<file path="config.mk">
export PLATFORM = sky130hd
export DESIGN_NAME = rc_pwm_channel_decoder
export DESIGN_NICKNAME = d
export VERILOG_FILES = /design/src/design/rcpwm_pkg.sv /design/src/design/rc_pwm_channel_decoder.sv /design/src/design/rcpwm_fifo.sv /design/src/design/rcpwm_front.sv /design/src/design/rcpwm_back.sv
export SDC_FILE = /design/constraint.sdc
export NUM_CORES = 2
export LEC_CHECK = 0
export BUFFER_PORTS_ARGS = -buffer_cell sky130_fd_sc_hd__buf_2
export CAP_MARGIN = 20
export CORE_MARGIN = 2
export CORE_UTILIZATION = 45
export DETAILED_ROUTE_END_ITERATION = 10
export PLACE_DENSITY = 0.62
export REMOVE_ABC_BUFFERS = 1
export SYNTH_ARGS = -nofsm -noshare
export SYNTH_HDL_FRONTEND = slang
export SYNTH_SLANG_ARGS = --single-unit
</file>
<file path="constraint.sdc">
create_clock -name aclk -period 10.1 [get_ports aclk]
set_input_delay 1.01 -clock aclk [delete_from_list [all_inputs] [get_ports aclk]]
set_output_delay 1.01 -clock aclk [all_outputs]
set_load 0.005 [all_outputs]
</file>
<file path="src/design/rcpwm_pkg.sv">
// ----------------------------------------------------------------------------
// RC PWM decoder package
// Shared types and constants for the RC PWM channel decoder.
// ----------------------------------------------------------------------------
`default_nettype none

package rcpwm_pkg;

    localparam int MAX_CH    = 3;
    localparam int HOLD_BITS = 21;
    localparam int POS_BITS  = 16;
    localparam int CFG_IDX_W = 2;
    localparam int CFG_DAT_W = 21;

    // Register indexes of the configuration port
    localparam logic [CFG_IDX_W-1:0] REG_PULSE_MIN     = 2'd0;
    localparam logic [CFG_IDX_W-1:0] REG_PULSE_MAX     = 2'd1;
    localparam logic [CFG_IDX_W-1:0] REG_SWITCH_MARGIN = 2'd2;
    localparam logic [CFG_IDX_W-1:0] REG_HOLD_TICKS    = 2'd3;

    localparam logic [15:0]          PULSE_MIN_RST     = 16'd1000;
    localparam logic [15:0]          PULSE_MAX_RST     = 16'd2000;
    localparam logic [15:0]          SWITCH_MARGIN_RST = 16'd200;
    localparam logic [HOLD_BITS-1:0] HOLD_TICKS_RST    = 21'd1000000;

    localparam logic [POS_BITS-1:0]  POS_SAT_HIGH = 16'h7FFF;
    localparam logic [POS_BITS-1:0]  POS_SAT_LOW  = 16'h8000;

    typedef enum logic [1:0] {
        CLS_LOW  = 2'd0,
        CLS_HIGH = 2'd1,
        CLS_MID  = 2'd2
    } cls_t;

    typedef struct packed {
        logic [15:0]          pulse_min;
        logic [15:0]          pulse_max;
        logic [15:0]          switch_margin;
        logic [HOLD_BITS-1:0] hold_ticks;
    } cfg_t;

    typedef struct packed {
        cls_t cls;
        logic held_high;
        logic held_low;
    } chan_status_t;

endpackage

`default_nettype wire

</file>
<file path="src/design/rc_pwm_channel_decoder.sv">
// ----------------------------------------------------------------------------
// RC PWM channel decoder
// Decodes the pulse widths of up to three RC receiver channels.
// ----------------------------------------------------------------------------
// Each input transfer is one microsecond tick carrying the sampled pin levels.
// Per channel the block times rising-to-falling spans, classifies the last
// width as low, high or middle, raises held flags once a class has persisted
// beyond hold_ticks, and reports the position (width - pulse_min) /
// (pulse_max - pulse_min) in signed Q2.14, saturated. One result is produced
// per tick. A tick in which no pulse ends goes straight from the queue to the
// result register; otherwise each channel whose pulse ends passes in turn
// through a prepare step and the shared bit-serial divider, and an emit step
// then loads the result register. The first tick after reset or after any
// register write recomputes every channel. A two-entry queue separates the
// edge tracker from the divider, and the result sits in an output register,
// so ticks keep being accepted while a result waits, until the queue fills.
// Configuration registers: 0 pulse_min, 1 pulse_max, 2 switch_margin,
// 3 hold_ticks; write them only while the block is idle.
// ----------------------------------------------------------------------------
`default_nettype none

module rc_pwm_channel_decoder #(
    parameter int CHANNELS   = 3,
    parameter int COUNT_BITS = 16
) (
    input  wire logic                                 aclk,
    input  wire logic                                 aresetn,

    input  wire logic                                 cfg_valid,
    output logic                                      cfg_ready,
    input  wire logic [rcpwm_pkg::CFG_IDX_W-1:0]      cfg_index,
    input  wire logic [rcpwm_pkg::CFG_DAT_W-1:0]      cfg_data,

    input  wire logic                                 s_valid,
    output logic                                      s_ready,
    input  wire logic                                 s_ch0_level,
    input  wire logic                                 s_ch1_level,
    input  wire logic                                 s_ch2_level,

    output logic                                      m_valid,
    input  wire logic                                 m_ready,
    output logic signed [15:0]                        m_ch0_position,
    output logic [1:0]                                m_ch0_class,
    output logic                                      m_ch0_held_high,
    output logic                                      m_ch0_held_low,
    output logic signed [15:0]                        m_ch1_position,
    output logic [1:0]                                m_ch1_class,
    output logic                                      m_ch1_held_high,
    output logic                                      m_ch1_held_low,
    output logic signed [15:0]                        m_ch2_position,
    output logic [1:0]                                m_ch2_class,
    output logic                                      m_ch2_held_high,
    output logic                                      m_ch2_held_low
);

    import rcpwm_pkg::*;

    localparam int STAT_W  = $bits(chan_status_t);
    localparam int ENTRY_W = MAX_CH + MAX_CH * COUNT_BITS + MAX_CH * STAT_W;

    cfg_t                              cfg_reg;
    logic                              cfg_wr;
    logic                              in_fire;
    logic                              q_full, q_valid, q_pop;
    logic [MAX_CH-1:0]                 f_mask, q_mask;
    logic [MAX_CH-1:0][COUNT_BITS-1:0] f_widths, q_widths;
    chan_status_t [MAX_CH-1:0]         f_status, q_status;
    logic [ENTRY_W-1:0]                q_wr_data, q_rd_data;
    logic [MAX_CH-1:0][POS_BITS-1:0]   out_pos;
    chan_status_t [MAX_CH-1:0]         out_status;

    assign cfg_ready = 1'b1;
    assign cfg_wr    = cfg_valid && cfg_ready;
    assign s_ready   = !q_full;
    assign in_fire   = s_valid && s_ready;

    always_ff @(posedge aclk) begin
        if (!aresetn) begin
            cfg_reg.pulse_min     <= PULSE_MIN_RST;
            cfg_reg.pulse_max     <= PULSE_MAX_RST;
            cfg_reg.switch_margin <= SWITCH_MARGIN_RST;
            cfg_reg.hold_ticks    <= HOLD_TICKS_RST;
        end else if (cfg_wr) begin
            unique case (cfg_index)
                REG_PULSE_MIN:     cfg_reg.pulse_min     <= cfg_data[15:0];
                REG_PULSE_MAX:     cfg_reg.pulse_max     <= cfg_data[15:0];
                REG_SWITCH_MARGIN: cfg_reg.switch_margin <= cfg_data[15:0];
                REG_HOLD_TICKS:    cfg_reg.hold_ticks    <= cfg_data[HOLD_BITS-1:0];
                default: begin
                end
            endcase
        end
    end

    rcpwm_front #(
        .CHANNELS   (CHANNELS),
        .COUNT_BITS (COUNT_BITS)
    ) u_front (
        .aclk     (aclk),
        .aresetn  (aresetn),
        .cfg      (cfg_reg),
        .cfg_wr   (cfg_wr),
        .in_fire  (in_fire),
        .levels   ({s_ch2_level, s_ch1_level, s_ch0_level}),
        .div_mask (f_mask),
        .widths   (f_widths),
        .status   (f_status)
    );

    assign q_wr_data = {f_mask, f_widths, f_status};
    assign {q_mask, q_widths, q_status} = q_rd_data;

    rcpwm_fifo #(
        .WIDTH (ENTRY_W),
        .DEPTH (2)
    ) u_queue (
        .aclk      (aclk),
        .aresetn   (aresetn),
        .push      (in_fire),
        .wr_data   (q_wr_data),
        .full      (q_full),
        .pop       (q_pop),
        .not_empty (q_valid),
        .rd_data   (q_rd_data)
    );

    rcpwm_back #(
        .CHANNELS   (CHANNELS),
        .COUNT_BITS (COUNT_BITS)
    ) u_back (
        .aclk       (aclk),
        .aresetn    (aresetn),
        .cfg        (cfg_reg),
        .q_valid    (q_valid),
        .q_mask     (q_mask),
        .q_widths   (q_widths),
        .q_status   (q_status),
        .q_pop      (q_pop),
        .m_ready    (m_ready),
        .m_valid    (m_valid),
        .m_position (out_pos),
        .m_status   (out_status)
    );

    assign m_ch0_position  = $signed(out_pos[0]);
    assign m_ch0_class     = out_status[0].cls;
    assign m_ch0_held_high = out_status[0].held_high;
    assign m_ch0_held_low  = out_status[0].held_low;
    assign m_ch1_position  = $signed(out_pos[1]);
    assign m_ch1_class     = out_status[1].cls;
    assign m_ch1_held_high = out_status[1].held_high;
    assign m_ch1_held_low  = out_status[1].held_low;
    assign m_ch2_position  = $signed(out_pos[2]);
    assign m_ch2_class     = out_status[2].cls;
    assign m_ch2_held_high = out_status[2].held_high;
    assign m_ch2_held_low  = out_status[2].held_low;

endmodule

`default_nettype wire

</file>
<file path="src/design/rcpwm_fifo.sv">
// ----------------------------------------------------------------------------
// RC PWM decoder queue
// Small register queue between the edge tracker and the position divider.
// ----------------------------------------------------------------------------
`default_nettype none

module rcpwm_fifo #(
    parameter int WIDTH = 8,
    parameter int DEPTH = 2
) (
    input  wire logic             aclk,
    input  wire logic             aresetn,
    input  wire logic             push,
    input  wire logic [WIDTH-1:0] wr_data,
    output logic                  full,
    input  wire logic             pop,
    output logic                  not_empty,
    output logic [WIDTH-1:0]      rd_data
);

    localparam int PTR_W = (DEPTH > 1) ? $clog2(DEPTH) : 1;

    logic [WIDTH-1:0] mem_reg [DEPTH];
    logic [PTR_W-1:0] wr_ptr_reg, rd_ptr_reg;
    logic [PTR_W:0]   count_reg;

    assign full      = (count_reg == (PTR_W+1)'(DEPTH));
    assign not_empty = (count_reg != '0);
    assign rd_data   = mem_reg[rd_ptr_reg];

    always_ff @(posedge aclk) begin
        if (!aresetn) begin
            wr_ptr_reg <= '0;
            rd_ptr_reg <= '0;
            count_reg  <= '0;
        end else begin
            if (push) begin
                mem_reg[wr_ptr_reg] <= wr_data;
                wr_ptr_reg <= (wr_ptr_reg == PTR_W'(DEPTH - 1)) ? '0 : wr_ptr_reg + 1'b1;
            end
            if (pop) begin
                rd_ptr_reg <= (rd_ptr_reg == PTR_W'(DEPTH - 1)) ? '0 : rd_ptr_reg + 1'b1;
            end
            if (push && !pop) begin
                count_reg <= count_reg + 1'b1;
            end else if (pop && !push) begin
                count_reg <= count_reg - 1'b1;
            end
        end
    end

endmodule

`default_nettype wire

</file>
<file path="src/design/rcpwm_front.sv">
// ----------------------------------------------------------------------------
// RC PWM decoder front end
// Per-channel edge tracking, width timing, classification and hold timing.
// ----------------------------------------------------------------------------
`default_nettype none

module rcpwm_front #(
    parameter int CHANNELS   = 3,
    parameter int COUNT_BITS = 16
) (
    input  wire logic                                    aclk,
    input  wire logic                                    aresetn,
    input  wire rcpwm_pkg::cfg_t                         cfg,
    input  wire logic                                    cfg_wr,
    input  wire logic                                    in_fire,
    input  wire logic [rcpwm_pkg::MAX_CH-1:0]            levels,
    output logic [rcpwm_pkg::MAX_CH-1:0]                 div_mask,
    output logic [rcpwm_pkg::MAX_CH-1:0][COUNT_BITS-1:0] widths,
    output rcpwm_pkg::chan_status_t [rcpwm_pkg::MAX_CH-1:0] status
);

    import rcpwm_pkg::*;

    localparam int CMP_W = ((COUNT_BITS > 17) ? COUNT_BITS : 17) + 1;

    logic dirty_reg;

    // Thresholds shared by all channels
    logic [16:0]              lo_sum;
    logic signed [16:0]       hi_diff;
    logic signed [CMP_W-1:0]  lo_thr, hi_thr;

    assign lo_sum  = {1'b0, cfg.pulse_min} + {1'b0, cfg.switch_margin};
    assign hi_diff = $signed({1'b0, cfg.pulse_max}) - $signed({1'b0, cfg.switch_margin});
    assign lo_thr  = $signed({{(CMP_W-17){1'b0}}, lo_sum});
    assign hi_thr  = $signed({{(CMP_W-17){hi_diff[16]}}, hi_diff});

    // Positions must be recomputed once after reset and after any register write
    always_ff @(posedge aclk) begin
        if (!aresetn) begin
            dirty_reg <= 1'b1;
        end else if (cfg_wr) begin
            dirty_reg <= 1'b1;
        end else if (in_fire) begin
            dirty_reg <= 1'b0;
        end
    end

    for (genvar c = 0; c < MAX_CH; c++) begin : g_ch
        if (c < CHANNELS) begin : g_act
            logic                  wait_reg, wait_next;
            logic                  prev_reg;
            logic [COUNT_BITS-1:0] cnt_reg, cnt_next, cnt_inc;
            logic [COUNT_BITS-1:0] last_reg, last_next;
            cls_t                  cls_reg, cls_next, cls_new;
            logic [HOLD_BITS-1:0]  hold_reg, hold_next;
            logic                  rise, fall, ended, changed, held;
            logic signed [CMP_W-1:0] w_s;

            assign cnt_inc = (cnt_reg == '1) ? cnt_reg : cnt_reg + 1'b1;
            assign w_s     = $signed({{(CMP_W-COUNT_BITS){1'b0}}, cnt_inc});
            assign cls_new = (w_s < lo_thr) ? CLS_LOW : ((w_s > hi_thr) ? CLS_HIGH : CLS_MID);

            always_comb begin
                rise      = levels[c] & ~prev_reg;
                fall      = ~levels[c] & prev_reg;
                wait_next = wait_reg;
                cnt_next  = cnt_reg;
                last_next = last_reg;
                cls_next  = cls_reg;
                ended     = 1'b0;
                if (!wait_reg) begin
                    if (rise) begin
                        cnt_next  = '0;
                        wait_next = 1'b1;
                    end
                end else begin
                    cnt_next = cnt_inc;
                    if (fall) begin
                        last_next = cnt_inc;
                        cls_next  = cls_new;
                        wait_next = 1'b0;
                        ended     = 1'b1;
                    end
                end
                changed = ended && (cls_next != cls_reg);
                if (changed) begin
                    hold_next = '0;
                end else if (hold_reg == '1) begin
                    hold_next = hold_reg;
                end else begin
                    hold_next = hold_reg + 1'b1;
                end
                held = (hold_next > cfg.hold_ticks);
            end

            always_ff @(posedge aclk) begin
                if (!aresetn) begin
                    wait_reg <= 1'b1;
                    prev_reg <= 1'b0;
                    cnt_reg  <= '0;
                    last_reg <= '0;
                    cls_reg  <= CLS_LOW;
                    hold_reg <= '0;
                end else if (in_fire) begin
                    wait_reg <= wait_next;
                    prev_reg <= levels[c];
                    cnt_reg  <= cnt_next;
                    last_reg <= last_next;
                    cls_reg  <= cls_next;
                    hold_reg <= hold_next;
                end
            end

            assign div_mask[c]         = ended | dirty_reg;
            assign widths[c]           = last_next;
            assign status[c].cls       = cls_next;
            assign status[c].held_high = held && (cls_next == CLS_HIGH);
            assign status[c].held_low  = held && (cls_next == CLS_LOW);
        end else begin : g_off
            assign div_mask[c] = 1'b0;
            assign widths[c]   = '0;
            assign status[c]   = '0;
        end
    end

endmodule

`default_nettype wire

</file>
<file path="src/design/rcpwm_back.sv">
// ----------------------------------------------------------------------------
// RC PWM decoder back end
// Shared serial position divider, used for each channel in turn, and the result output register.
// ----------------------------------------------------------------------------
`default_nettype none

module rcpwm_back #(
    parameter int CHANNELS   = 3,
    parameter int COUNT_BITS = 16
) (
    input  wire logic                                    aclk,
    input  wire logic                                    aresetn,
    input  wire rcpwm_pkg::cfg_t                         cfg,
    input  wire logic                                    q_valid,
    input  wire logic [rcpwm_pkg::MAX_CH-1:0]            q_mask,
    input  wire logic [rcpwm_pkg::MAX_CH-1:0][COUNT_BITS-1:0] q_widths,
    input  wire rcpwm_pkg::chan_status_t [rcpwm_pkg::MAX_CH-1:0] q_status,
    output logic                                         q_pop,
    input  wire logic                                    m_ready,
    output logic                                         m_valid,
    output logic [rcpwm_pkg::MAX_CH-1:0][rcpwm_pkg::POS_BITS-1:0] m_position,
    output rcpwm_pkg::chan_status_t [rcpwm_pkg::MAX_CH-1:0] m_status
);

    import rcpwm_pkg::*;

    localparam int NUM_W = ((COUNT_BITS > 16) ? COUNT_BITS : 16) + 1;
    localparam int MAG_W = NUM_W - 1;
    localparam int DW    = ((MAG_W + 14) > 32) ? (MAG_W + 14) : 32;
    localparam int CH_W  = $clog2(MAX_CH);

    typedef enum logic [1:0] {
        S_IDLE,
        S_PREP,
        S_DIV,
        S_EMIT
    } state_t;

    state_t                              state_reg;
    logic [MAX_CH-1:0]                   mask_reg;
    logic [MAX_CH-1:0][COUNT_BITS-1:0]   width_reg;
    chan_status_t [MAX_CH-1:0]           status_reg;
    logic [CH_W-1:0]                     ch_reg;
    logic [POS_BITS-1:0]                 pos_reg [MAX_CH];
    logic [DW-1:0]                       rem_reg;
    logic [30:0]                         dsh_reg;
    logic [POS_BITS-1:0]                 quo_reg;
    logic [3:0]                          step_reg;
    logic                                neg_reg, ovf_reg, zero_reg;
    logic                                m_valid_reg;
    logic [MAX_CH-1:0][POS_BITS-1:0]     m_pos_reg;
    chan_status_t [MAX_CH-1:0]           m_status_reg;

    logic                        out_free;
    logic                        m_load;
    logic [COUNT_BITS-1:0]       sel_w;
    logic signed [NUM_W-1:0]     num_s, num_n;
    logic [MAG_W-1:0]            num_mag;
    logic signed [16:0]          den_s, den_n;
    logic [15:0]                 den_mag;
    logic [DW-1:0]               dvd, dcmp;
    logic                        take;
    logic [POS_BITS-1:0]         quo_fin, pos_fin;
    logic [MAX_CH-1:0]           mask_left;

    function automatic logic [CH_W-1:0] first_ch(input logic [MAX_CH-1:0] m);
        logic [CH_W-1:0] idx;
        idx = '0;
        for (int i = MAX_CH - 1; i >= 0; i--) begin
            if (m[i]) begin
                idx = CH_W'(i);
            end
        end
        return idx;
    endfunction

    assign out_free = !m_valid_reg || m_ready;
    assign q_pop    = (state_reg == S_IDLE) && q_valid && ((q_mask != '0) || out_free);
    assign m_load   = ((state_reg == S_IDLE) && q_pop && (q_mask == '0))
                   || ((state_reg == S_EMIT) && out_free);

    // Operand setup for the selected channel
    assign sel_w   = width_reg[ch_reg];
    assign num_s   = $signed({{(NUM_W-COUNT_BITS){1'b0}}, sel_w})
                   - $signed({{(NUM_W-16){1'b0}}, cfg.pulse_min});
    assign num_n   = -num_s;
    assign num_mag = num_s[NUM_W-1] ? num_n[MAG_W-1:0] : num_s[MAG_W-1:0];
    assign den_s   = $signed({1'b0, cfg.pulse_max}) - $signed({1'b0, cfg.pulse_min});
    assign den_n   = -den_s;
    assign den_mag = den_s[16] ? den_n[15:0] : den_s[15:0];
    assign dvd     = DW'({num_mag, 14'd0});
    assign dcmp    = DW'({den_mag, 16'd0});

    // One quotient bit per cycle
    assign take    = (rem_reg >= DW'(dsh_reg));
    assign quo_fin = {quo_reg[POS_BITS-2:0], take};

    always_comb begin
        if (zero_reg) begin
            pos_fin = '0;
        end else if (neg_reg) begin
            pos_fin = (ovf_reg || quo_fin[POS_BITS-1]) ? POS_SAT_LOW : (~quo_fin + 1'b1);
        end else begin
            pos_fin = (ovf_reg || quo_fin[POS_BITS-1]) ? POS_SAT_HIGH : quo_fin;
        end
    end

    always_comb begin
        mask_left         = mask_reg;
        mask_left[ch_reg] = 1'b0;
    end

    always_ff @(posedge aclk) begin
        if (!aresetn) begin
            state_reg   <= S_IDLE;
            m_valid_reg <= 1'b0;
        end else begin
            if (m_valid_reg && m_ready && !m_load) begin
                m_valid_reg <= 1'b0;
            end
            unique case (state_reg)
                S_IDLE: begin
                    if (q_pop) begin
                        if (q_mask == '0) begin
                            m_valid_reg  <= 1'b1;
                            m_status_reg <= q_status;
                            for (int c = 0; c < MAX_CH; c++) begin
                                m_pos_reg[c] <= (c < CHANNELS) ? pos_reg[c] : '0;
                            end
                        end else begin
                            mask_reg   <= q_mask;
                            width_reg  <= q_widths;
                            status_reg <= q_status;
                            ch_reg     <= first_ch(q_mask);
                            state_reg  <= S_PREP;
                        end
                    end
                end
                S_PREP: begin
                    rem_reg   <= dvd;
                    dsh_reg   <= {den_mag, 15'd0};
                    quo_reg   <= '0;
                    step_reg  <= 4'd15;
                    neg_reg   <= num_s[NUM_W-1] ^ den_s[16];
                    ovf_reg   <= (dvd >= dcmp);
                    zero_reg  <= (den_s == '0);
                    state_reg <= S_DIV;
                end
                S_DIV: begin
                    if (take) begin
                        rem_reg <= rem_reg - DW'(dsh_reg);
                    end
                    dsh_reg  <= dsh_reg >> 1;
                    quo_reg  <= quo_fin;
                    step_reg <= step_reg - 1'b1;
                    if (step_reg == '0) begin
                        pos_reg[ch_reg] <= pos_fin;
                        mask_reg        <= mask_left;
                        if (mask_left != '0) begin
                            ch_reg    <= first_ch(mask_left);
                            state_reg <= S_PREP;
                        end else begin
                            state_reg <= S_EMIT;
                        end
                    end
                end
                S_EMIT: begin
                    if (out_free) begin
                        m_valid_reg  <= 1'b1;
                        m_status_reg <= status_reg;
                        for (int c = 0; c < MAX_CH; c++) begin
                            m_pos_reg[c] <= (c < CHANNELS) ? pos_reg[c] : '0;
                        end
                        state_reg <= S_IDLE;
                    end
                end
                default: begin
                    state_reg <= S_IDLE;
                end
            endcase
        end
    end

    assign m_valid    = m_valid_reg;
    assign m_position = m_pos_reg;
    assign m_status   = m_status_reg;

endmodule

`default_nettype wire

</file>
# Word-level counts from Yosys, hierarchy flattened
# Memory sizes are Yosys's and may differ from the RTL's. A register that Yosys moved wholly into a read port is not among the register bits.
# Index checks and enable logic that the tools add are counted.
# word_totals
mem_bits_rw	174
mem_count	2
register_bits	458
in_bits	31
output_inout_bits	63
word_cells	315
# memory_table
name	depth	width	rd	rd_ports_with_merged_regs	write_ports	line_no	text
u_queue.mem_reg	2	63	1	1	1	rcpwm_fifo.sv:23	logic [WIDTH-1:0] mem_reg [DEPTH];
u_back.pos_reg	3	16	3	0	1	rcpwm_back.sv:44	logic [POS_BITS-1:0] pos_reg [MAX_CH];
# op_classes
magnitude_cmp	13
eq_ne	26
reduce_logical	63
n_addsub	19
n_mux	110
bitwise	21
# ops
operator	count
2-to-1 mux 16 bit	22
2-to-1 mux 48 bit	3
2-to-1 mux 21 bit	6
case mux 48 bit (2 select lines)	1
adder 16 x 1 -> 16 bit (second input constant)	4
case mux 32 bit (2 select lines)	1
adder 21 x 1 -> 21 bit (second input constant)	3
equality test 21 bit (second input constant)	3
greater-than comparator 21 bit	3
case mux 31 bit (2 select lines)	1
2-to-1 mux 2 bit	29
greater-than comparator 17 bit	3
less-than comparator 16 x 17 -> 1 bit	3
subtractor 16 x 16 -> 17 bit	3
equality test 16 bit (second input constant)	3
2-to-1 mux 12 bit	3
binary-select mux 16 bit (select 2 bit)	1
>= comparator 30 x 32 -> 1 bit	1
>= comparator 32 x 31 -> 1 bit	1
2-to-1 mux 32 bit	1
negation 16 bit	2
subtractor 32 x 31 -> 32 bit	1
2-to-1 mux 1 bit	31
case mux 15 bit (2 select lines)	1
other kinds (42)	122

# Logic depth before layout (Yosys ltp)
# logic_depth
word_depth	13
ltp_mapped	37
mapped_depth_nobuf	34

# Hierarchy
# A second synthesis with hierarchy kept.
# unflattened
cells_unflattened	3690
hier_area_um2	37120.6
# modules_own_cells
module	area_each_um2	cells_per_inst	instances
rcpwm_front	15329.7	1961	1
rcpwm_back	14279.9	1243	1
rcpwm_fifo	4792.1	219	1
rc_pwm_channel_decoder	2718.9	267	1

# Worst setup path before layout
# No wires, ideal clock.
# synth_timing
path_type	input to register
start	input aresetn
end	register u_back.status_reg[0] (netlist name) (enable)
arrival_time_ns	7.276
setup_slack_ns	2.197
stages	4
setup_ns	0.626
path_buffers	2
required_time_ns	9.474
cell_sequence	inv_1 > clkbuf_1 > clkbuf_1 > nor4_1
# synth_via
elab_chain_len	1
# synth_rtl
element	line_no	text
start, declared	rc_pwm_channel_decoder.sv:27	input wire logic aresetn,
AND reduction 4 bit (no line)	-	
end signal, assigned	rcpwm_back.sv:133	status_reg <= q_status;
end, declared	rcpwm_back.sv:42	chan_status_t [MAX_CH-1:0] status_reg;
# No other way between the ends.
# A chain may end at the register's enable or synchronous reset.

==> summary.md <==
| Metric | Value |
|---|---|
| Final hold vios | `0` |
| Minimum clock period after layout | `between 7 and 8 ns` |
| DR iter-0 viols | `1942` |
| Worst hold slack | `0.417 ns` |
| Diode count | `0` |
| DRC | `0` |
| Switching Share | `about 33%` |
| Post-synth top area share | `approximately 32%` |
| Static leakage | `approximately 15 nW` |
| First-pass GRT wire length | `145000 um` |
| Cts bufs inserted | `71` |
| CORE AREA | `between 70000 and 80000 um^2` |
| Root Driver | `clkbuf_16` |
| Post-synthesis sequential area ratio | `about 46%` |
| Clock skew | `roughly 0.020 ns` |
| Seq pwr share | `a little under two fifths` |
| Post-synthesis compound-gate area fraction | `14.3%` |
| Post-CTS Resized | `0` |
| Clk_lat worst skew | `around 0.64 ns` |
| Setup repair bufs after CTS | `0` |
| CP Capture Type | `register` |
| CTS tree | `done` |
| Initial Util | `a little under half` |
| Outcome | `complete, no violations` |
| Clk pin slew, worst setup/hold paths | `around 0.060 ns` |
| Worst Path Max Fanout | `29` |
| Synthesized area | `36000 um^2` |
| Total track usage | `between 20% and 30%` |
| CTS Buffer Depth | `3` |
| Setup-failing EPs final | `0` |
| Largest family of logic cells by synthesized area | `simple AND/OR/NAND/NOR gates` |
| Fin. max-slew vios | `0` |
| CP required | `between 10 and 15 ns` |
| Post-layout nets | `between 4000 and 5000` |
| Final period util | `around four fifths` |
| Post-synthesis mux area share | `about 4.7%` |
| Number of global-route vias before repair | `roughly 26000` |
| CP max-delay cell | `o311a_1` |
| Synth Area per Inst | `~9.7 um^2` |
| Max_slew headroom | `about a quarter` |
| Most frequent cell after synthesis | `nand2_1` |
| Share of power burned in combinational logic | `about a third` |
| Synth area leader | `edfxtp_1` |
| Placer Congestion | `roughly 0.93` |
| Top cells by area, synth | `edfxtp_1, dfxtp_1, ha_1` |
| Most used DFF post-synth | `edfxtp_1` |
| RSZ-0062 raised after global routing | `false` |
| Synth Area in XOR/XNOR | `about 4.4%` |
| Setup Total Neg Slack | `0 ns` |
| Max Clk Rate | `127 MHz` |
| GR Overflow Total | `0` |
| Crit path launch type | `register` |
| Pin count of the biggest net entering global routing | `93` |
| Commonest cells post-synth | `nand2_1, edfxtp_1, nor2_1, a21oi_1, ha_1` |
| Switching power | `approximately 0.0029 W` |
| Pwr/cell area | `between 200 and 250 nW/um^2` |
| Die outline width | `roughly 290 um` |
| CP dominant cell by count | `o21a_1` |
| Routed vias | `27200` |
| Initial antenna violation count | `1` |
| PortBufs | `between 90 and 100` |
| EDFF count, synth | `between 300 and 400` |
| VDD IR max | `0.103 mV` |
| Worst slew pin tran | `~1.1 ns` |
| Critical path type | `register to register` |
| Vias/cell | `roughly 5.6` |
| Simple-gate area share of the yosys netlist | `between 10% and 20%` |
| WP data arrival | `approximately 8.2 ns` |
| Cells after Synth | `roughly 3700` |
| FP Rows | `roughly 100` |
| Hold Crit Class | `register to register` |
| H-tree depth | `3` |
| Chip height | `287 um` |
| Ratio of cells with drive above 1 in the final layout | `between 10% and 20%` |
| Sinks on Clock Net | `roughly 630` |
| Die Footprint | `approximately 82000 um^2` |
| Post-Route WL | `around 93000 um` |
| Max incr delay on CP | `0.93 ns` |
| Hold buffers post-CTS | `0` |
| Reg2Reg Setup Slack | `around 2.2 ns` |
| I/O pins | `94` |
| P&R area growth vs syn | `11.1%` |
| TritonRoute pass-1 iters | `5` |
| Internal power | `approximately 0.0059 W` |
| # Max-Cap Violations | `0` |
| Antenna viol nets, final | `0` |
| Async SR Flop Fraction | `0%` |
| Synth unique cells | `85` |
| Ys Warns | `0` |
| Adder-cell share of the synthesized area | `9.78%` |
| Wire per inst | `roughly 19 um` |
| Final HPWL DP | `between 60000 and 70000 um` |
| Max FFs per register | `~130` |
| Clock group share of total power | `31.1%` |
| Flops & latches, synth | `around 630` |
path summary, 6_finish.rpt:
check	cells after the start	endpoint	startpoint
max	32	u_queue.mem_reg[1][5]	cfg_reg[22]
min	0	u_back.m_position[5]	u_back.pos_reg[0][5]
max reg2reg	32	u_queue.mem_reg[1][5]	cfg_reg[22]
min reg2reg	0	u_back.m_position[5]	u_back.pos_reg[0][5]
metal layers:
metal / part of all wire (%) / vias up / global-route usage, %
li1: - / 13600 / -
met1: 44 / 12900 / 28.7
met2: 47 / 549 / 37.1
met3: 4.2 / 186 / 3.52
met4: 4.7 / 2 / 10.2
met5: 0.013 / - / 0
kinds of logic after synthesis:
logic type	Yosys count
buffers and inverters	321
xor gates and xnor gates	179
adders and majority gates	279
other	1
and+or+nand+nor	1320
muxes	156
AOI/OAI and AO/OA	812
DFF	633
power groups by stage:
| stage | combinational, W | clock (W) | sequential, W |
|---|---|---|---|
| finish | 0.00278 | 0.00274 | 0.00329 |
| global route | 0.00311 | 0.00290 | 0.00332 |
| CTS | 0.00279 | 0.00280 | 0.00329 |
| detailed placement | 0.00277 | 0 | 0.00335 |
| global placement | 0.00273 | 0 | 0.00334 |
| floorplan | 0.00201 | 0 | 0.00335 |
worst max-delay path, delay by kind of cell (launching register included):
kind | cells | cell delay, ns
and+or+nand+nor | 5 | 0.64
AOI/OAI and AO/OA | 24 | 5.72
adders and majority gates | 3 | 0.92
DFF | 1 | 0.32
final cells by class:
class	instances	area, um^2
clock buffer	89	1880
clock inverter	43	613
fill	7355	39100
inverter	164	622
multi-input combinational	2747	18300
sequential	633	16500
tap	1050	1310
timing repair buffer	130	757
cells in the final DEF, fill, tap and decap left out, drive strengths merged, types with 107 or more instances in the layout:
cell,Yosys,routed
nand2,459,459
edfxtp,384,384
nor2,296,296
a21oi,273,273
ha,272,272
dfxtp,249,249
inv,164,166
o21ai,162,162
buf,29,130
mux2,110,110
nand3,107,107
stage by stage:
step                setup WS [ns]  util, %  instance area (um^2)  power, W  instances
finish                       2.21     50.6                 40000   0.00880       4856
global route                 1.62     50.6                 40000   0.00933       4856
CTS                          2.25     50.6                 40000   0.00888       4854
detailed placement           2.27     47.4                 37500   0.00611       4722
global placement             2.25     47.4                 37500   0.00607       4720
floorplan                   0.581        -                 35400   0.00536       3544
(Power assumes the default switching activity.)
